### src/rtl/core/isl_pkg.sv
// Shared constants, codes and controller/datapath interface types for the indexed sequence list.
package isl_pkg;

    localparam int C_DEPTH = 256;
    localparam int C_AW    = $clog2(C_DEPTH);
    localparam int C_CW    = 9;
    localparam int C_DW    = 32;

    typedef enum logic [1:0] {
        CMD_INSERT = 2'd0,
        CMD_DELETE = 2'd1,
        CMD_READ   = 2'd2,
        CMD_CLEAR  = 2'd3
    } t_cmd;

    typedef enum logic [1:0] {
        ST_OK     = 2'd0,
        ST_FULL   = 2'd1,
        ST_BADPOS = 2'd2
    } t_status;

    typedef enum logic [2:0] {
        S_IDLE,
        S_DECIDE,
        S_FETCH,
        S_SHIFT,
        S_PUT,
        S_DONE
    } t_state;

    typedef struct packed {
        logic load;
        logic start_rd;
        logic take_rd;
        logic init_shift;
        logic step;
        logic put;
        logic finish;
    } t_dp_ctl;

    typedef struct packed {
        logic ok;
        t_cmd cmd;
        logic shift_done;
        logic out_free;
    } t_dp_sts;

endpackage

### src/rtl/core/isl_ctrl.sv
// Controller state machine that sequences each list command through the datapath.
module isl_ctrl (
    input  logic             i_clk,
    input  logic             i_rst_n,
    input  logic             i_valid,
    output logic             o_stall,
    input  isl_pkg::t_dp_sts i_sts,
    output isl_pkg::t_dp_ctl o_ctl
);

    isl_pkg::t_state r_state;
    isl_pkg::t_state n_state;

    always_ff @(posedge i_clk) begin
        if (!i_rst_n) begin
            r_state <= isl_pkg::S_IDLE;
        end else begin
            r_state <= n_state;
        end
    end

    always_comb begin
        n_state = r_state;
        o_ctl   = '0;
        o_stall = (r_state != isl_pkg::S_IDLE);
        unique case (r_state)
            isl_pkg::S_IDLE: begin
                if (i_valid) begin
                    o_ctl.load = 1'b1;
                    n_state    = isl_pkg::S_DECIDE;
                end
            end
            isl_pkg::S_DECIDE: begin
                if (!i_sts.ok) begin
                    n_state = isl_pkg::S_DONE;
                end else begin
                    unique case (i_sts.cmd) inside
                        isl_pkg::CMD_INSERT: begin
                            o_ctl.init_shift = 1'b1;
                            n_state          = isl_pkg::S_SHIFT;
                        end
                        isl_pkg::CMD_DELETE, isl_pkg::CMD_READ: begin
                            o_ctl.start_rd = 1'b1;
                            n_state        = isl_pkg::S_FETCH;
                        end
                        default: begin
                            n_state = isl_pkg::S_DONE;
                        end
                    endcase
                end
            end
            isl_pkg::S_FETCH: begin
                o_ctl.take_rd = 1'b1;
                if (i_sts.cmd == isl_pkg::CMD_DELETE) begin
                    o_ctl.init_shift = 1'b1;
                    n_state          = isl_pkg::S_SHIFT;
                end else begin
                    n_state = isl_pkg::S_DONE;
                end
            end
            isl_pkg::S_SHIFT: begin
                if (i_sts.shift_done) begin
                    if (i_sts.cmd == isl_pkg::CMD_INSERT) begin
                        n_state = isl_pkg::S_PUT;
                    end else begin
                        n_state = isl_pkg::S_DONE;
                    end
                end else begin
                    o_ctl.step = 1'b1;
                end
            end
            isl_pkg::S_PUT: begin
                o_ctl.put = 1'b1;
                n_state   = isl_pkg::S_DONE;
            end
            isl_pkg::S_DONE: begin
                if (i_sts.out_free) begin
                    o_ctl.finish = 1'b1;
                    n_state      = isl_pkg::S_IDLE;
                end
            end
            default: begin
                n_state = isl_pkg::S_IDLE;
            end
        endcase
    end

endmodule

### config.mk
export PLATFORM = sky130hd
export DESIGN_NAME = isl_ctrl
export DESIGN_NICKNAME = d
export VERILOG_FILES = /design/src/rtl/core/isl_pkg.sv /design/src/rtl/core/isl_ctrl.sv
export SDC_FILE = /design/constraint.sdc
export NUM_CORES = 1
export LEC_CHECK = 0
export BUFFER_PORTS_ARGS = -buffer_cell sky130_fd_sc_hd__buf_2
export CAP_MARGIN = 20
export CORE_AREA = 2 2 39 41
export CTS_BUF_LIST = sky130_fd_sc_hd__clkbuf_4 sky130_fd_sc_hd__clkbuf_8
export DETAILED_ROUTE_END_ITERATION = 12
export DIE_AREA = 0 0 41 43
export PLACE_DENSITY_LB_ADDON = 0.3
export SYNTH_ARGS = -nofsm -noshare
export SYNTH_HDL_FRONTEND = slang
export SYNTH_SLANG_ARGS = --single-unit
export TNS_END_PERCENT = 30
### constraint.sdc
create_clock -name i_clk -period 1.13 [get_ports i_clk]
set_input_delay 0.113 -clock i_clk [delete_from_list [all_inputs] [get_ports i_clk]]
set_output_delay 0.113 -clock i_clk [all_outputs]
set_load 0.02 [all_outputs]
## Word-level counts from Yosys, hierarchy flattened

Index checks and enable logic that the tools add are counted.

| word-level totals | value |
|---|---|
| logic and storage cells | 39 |
| output and inout port bits | 8 |
| register bits after elaboration | 3 |
| input port bits | 8 |

| cells by class | value |
|---|---|
| equality and inequality tests | 10 |
| reductions and logical operators | 5 |
| mux-type cells | 23 |

Operators with widths:

| operator | count |
|---|---|
| one-hot mux 3 bit (6 select lines) | 1 |
| 2-to-1 mux 1 bit | 15 |
| 2-to-1 mux 3 bit | 5 |
| equality test 3 x 2 -> 1 bit (second input constant) | 2 |
| equality test 3 bit (second input constant) | 2 |
| != test 2 bit (second input constant) | 3 |
| one-hot mux 3 bit (2 select lines) | 1 |
| equality test 3 x 1 -> 1 bit (second input constant) | 1 |
| zero test 3 bit | 1 |
| AND reduction 3 bit | 1 |
| nonzero test 3 bit | 1 |
| equality test 2 x 1 -> 1 bit (second input constant) | 1 |
| equality test 2 bit (second input constant) | 1 |
| zero test 2 bit | 1 |
| one-hot mux 1 bit (2 select lines) | 1 |
| OR reduction 2 bit | 1 |

## Longest topological paths before layout

| logic depth | value |
|---|---|
| word-level depth | 5 |
| gate-level depth with buffers | 5 |
| gate-level depth less buffers | 5 |

## Least setup slack after synthesis

No wires, ideal clock.

| path | value |
|---|---|
| path type | register -> output |
| start | reg r_state[1] |
| end | out o_ctl[6] (netlist bit) |
| path buffers | 1 |
| stages on the path, launching flop included | 4 |
| arrival time | 1.245 ns |
| required time | 1.017 ns |
| path slack | -0.228 ns |
| path through | dfxtp_1 -> buf_2 -> or3_1 -> nor2_1 |

RTL lines:

| item | line | text |
|---|---|---|
| start, declared | isl_ctrl.sv:11 | `isl_pkg::t_state r_state;` |
| start signal, assigned | isl_ctrl.sv:16 | `r_state <= isl_pkg::S_IDLE;` |
| start signal, assigned | isl_ctrl.sv:18 | `r_state <= n_state;` |
| end, declared | isl_ctrl.sv:8 | `output isl_pkg::t_dp_ctl o_ctl` |

==> results.py <==
metrics = {
    "power_and_ir_drop": {
        "p_int_mw": 0.5926,
        "p_per_area_nw_per_um2": 1364,
        "p_comb_frac": 0.579,
        "switching_share": 0.3732,
        "peakVddDrop_v": 0.0005300,
        "pwr-share-clk": 0.240,
        "pwr-share-seq": 0.182,
        "p_leak_nw": 0.3393,
        "p_sw_mw": 0.3528,
    },
    "synth": {
        "seq_area_frac_synth": 0.1868,
        "yosysWarnings": 0,
        "syn_nets": 56,
        "yosysTopAreaCell": "dfxtp_1",
        "synth_top_area_frac": 0.1868,
        "synth_area_sq_um": 321.6,
        "synth_area_leaders": "dfxtp_1 (19%), ha_1 (12%), nand2b_1 (7.8%), inv_1 (7.0%), nor2_1 (4.7%)",
        "syn_area_per_cell_sq_um": 7.146,
        "ys_types": 26,
        "synth-seq-cells": 3,
        "synthCells": 45,
    },
    "final_layout": {
        "largest_reg_flops": 3,
        "reg_top3": "r_state: 3 flops",
        "top_register": "r_state",
        "fin_nets": 92,
        "num_antenna_cells": 0,
        "layout_common_cells": "buf_4 (17), buf_2 (9), buf_6 (7), inv_1 (6), clkbuf_4 (4)",
        "drive_gt1_frac": 0.6625,
        "utilization": 0.5009,
        "design_area_sq_um": 693.2,
        "num-fill-cells": 140,
        "syn_to_final_growth_pct": 115.6,
        "final_common_cell": "buf_4",
        "multi_input_area_sq_um": 300.3,
        "final-seq-area_sq_um": 68.82,
    },
    "global_routing": {
        "use_met1": 0.1640,
        "grt_pass1_wl_microns": 1628,
        "globalRouteMet3Util": 0.03141,
        "antenna_found_initial": 0,
        "met2_usage": 0.2063,
        "grt_remaining_overflow": 0,
        "grt.total_usage": 0.1446,
        "grt_pass1_vias": 430,
        "grt_max_degree": 8,
        "grt.busiest_layer": "met2",
    },
    "floorplan": {
        "rows": 14,
        "die_y_microns": 43,
        "io_pins": 16,
        "core_sq_um": 1384,
        "die_w_microns": 41,
        "dieArea_sq_um": 1763,
        "initial_core_util": 0.2324,
    },
    "detailed_routing": {
        "drc": 0,
        "antenna_left": 0,
        "dr.pass1.iters": 4,
        "first_iter_violations": 5,
        "vias": 457,
        "avgRoutedWirePerCell_microns": 11.28,
        "routed_wl_microns": 1083,
        "routed_via_density": 4.760,
    },
    "setup_path": {
        "path_delay_family": "flip-flops",
        "rr_endpoint": "r_state[1]$_SDFFE_PN0P_",
        "critical-path-max-stage-delay_ps": 350,
        "path_cells": "buf_6 > nand4b_1 > a21oi_2 > buf_4",
        "reg2reg_slack_ps": -100,
        "cp_num_cells": 4,
        "cp-start-kind": "flip-flop",
        "crit_arrival_ps": 1210,
        "critPathBufInv": 2,
        "crit_type": "reg2out",
        "r2r_start": "r_state[0]$_SDFFE_PN0P_",
        "end_kind": "output pin",
        "crit_path_start": "r_state[1]$_SDFFE_PN0P_",
        "critPathMaxFanout": 5,
        "endpoint": "o_ctl[3]",
        "cp_data_required_time_ps": 1020,
        "reg2reg_depth": 6,
        "slowest_stage": "dfxtp_4",
    },
    "clock_network": {
        "cts_root_buf": "clkbuf_4",
        "clk_pin_slew_worst_paths_ps": 40,
        "worstSkewPairLatency_ps": 250,
        "clock_sinks": 3,
        "cts_max_path_buffers": 2,
        "cts_tree": "yes",
        "htreeDepth": 1,
        "cts_buffers": 3,
    },
    "run": {
        "drv_cap": 0,
    },
    "place": {
        "place_ws_ps": -118.2,
        "port_buffers": 15,
        "gp_congestion": 0.6559,
        "hpwl_microns": 651.7,
        "placed_area_sq_um": 491.7,
    },
    "status": {
        "outcome": "finished, violations left",
        "violations": "setup timing",
    },
    "sta": {
        "rsz0062_at_grt": "yes",
        "setup_tns_ps": -1133,
        "fmax_mhz": 754.6,
        "period_needed_ps": 1325,
        "final.setup.worst_slack_ps": -195.3,
        "relSlewSlack": 0.8027,
        "drv_slew": 0,
        "skew_ps": 7.910,
        "period_share": 1.173,
        "worst_pin_slew_ps": 295.2,
        "finalHoldViolCount": 0,
        "setup_viol": 11,
    },
    "hold_path": {
        "min_path_type": "in2reg",
    },
}
through the flow:
step / hold WS (ps) / instances / total power, mW
after global routing: 109.7 / 96 / 1.006
after CTS: 95.04 / 92 / 0.9016
after global placement: 358.0 / 83 / 0.5433
after floorplan: 230.4 / 45 / 0.3935
final: 97.14 / 96 / 0.9454
after detailed placement: 367.9 / 83 / 0.5433
synthesized netlist by cell type:
| master | number |
|---|---|
| nand3_1 | 1 |
| a2111oi_0 | 1 |
| or3_1 | 1 |
| o32ai_1 | 1 |
| nand4_1 | 1 |
| nand3b_1 | 1 |
| ha_1 | 3 |
| o22ai_1 | 1 |
| nor2b_1 | 1 |
| a221oi_1 | 1 |
| nand4b_1 | 1 |
| inv_1 | 6 |
| a21o_1 | 1 |
| nand2b_1 | 4 |
| or4_1 | 1 |
| buf_2 | 2 |
| o21ai_0 | 1 |
| nor2_1 | 4 |
| nor3b_1 | 1 |
| dfxtp_1 | 3 |
| nor3_1 | 1 |
| o211a_1 | 1 |
| o22a_1 | 1 |
| nand2_1 | 3 |
| a31oi_1 | 1 |
| a21oi_1 | 2 |
cell type report:
cell class | count | area share
multi-input combinational | 34 | 0.4332
timing repair buffer | 33 | 0.3628
sequential | 3 | 0.09928
clock buffer | 4 | 0.04332
inverter | 6 | 0.03249
tap | 16 | 0.02888
metal layers:
metal  wire length (microns)  vias to the layer above  part of all wire
met5                       0                        -                 0
met4                      29                        0             0.027
met3                      51                        4             0.047
met2                     546                        9              0.50
met1                     454                      214              0.42
li1                        -                      230                 -
kinds of logic (layout without fill, tap and decap cells):
family	count (synthesis)	after routing	share of synthesized area
AND/OR/NAND/NOR	20	20	0.3463
AO/OA/AOI/OAI	11	11	0.2491
buffers and inverters	8	43	0.1012
adder cells (fa/ha/maj)	3	3	0.1167
flip-flops	3	3	0.1868
how the worst min path moves through the flow:
stage | start | to | slack [ps] | cells after the start
global route | i_sts[0] | r_state[2]$_SDFFE_PN0P_ | 110 | 2
global placement | i_sts[0] | r_state[2]$_SDFFE_PN0P_ | 360 | 2
finish | i_sts[0] | r_state[2]$_SDFFE_PN0P_ | 100 | 2
floorplan | i_sts[0] | r_state[2]$_SDFFE_PN0P_ | 230 | 1
detailed placement | i_sts[0] | r_state[2]$_SDFFE_PN0P_ | 370 | 2
CTS | i_sts[0] | r_state[2]$_SDFFE_PN0P_ | 100 | 2
timing repair:
action                                  CTS  global route
pin swaps                                 5             2
resized for setup                        23             6
endpoints found under the setup margin   10            11
buffers inserted                          5             4
hold buffers                              0             0
worst reg2reg max path, cell delays in order (launching register included):
cell,delay [ps]
dfxtp_4,360
nor2b_2,130
buf_4,120
buf_6,80
buf_6,80
a21oi_1,30
a2111oi_1,310
power groups by stage:
stage	sequential, mW	clock (mW)	combinational [mW]
2_1_floorplan	0.155	0	0.238
3_3_place_gp	0.166	0	0.377
3_5_place_dp	0.165	0	0.378
4_1_cts	0.170	0.235	0.496
5_1_grt	0.175	0.241	0.590
6_report	0.172	0.227	0.547
No activity file was read; power rests on OpenSTA's default activity.
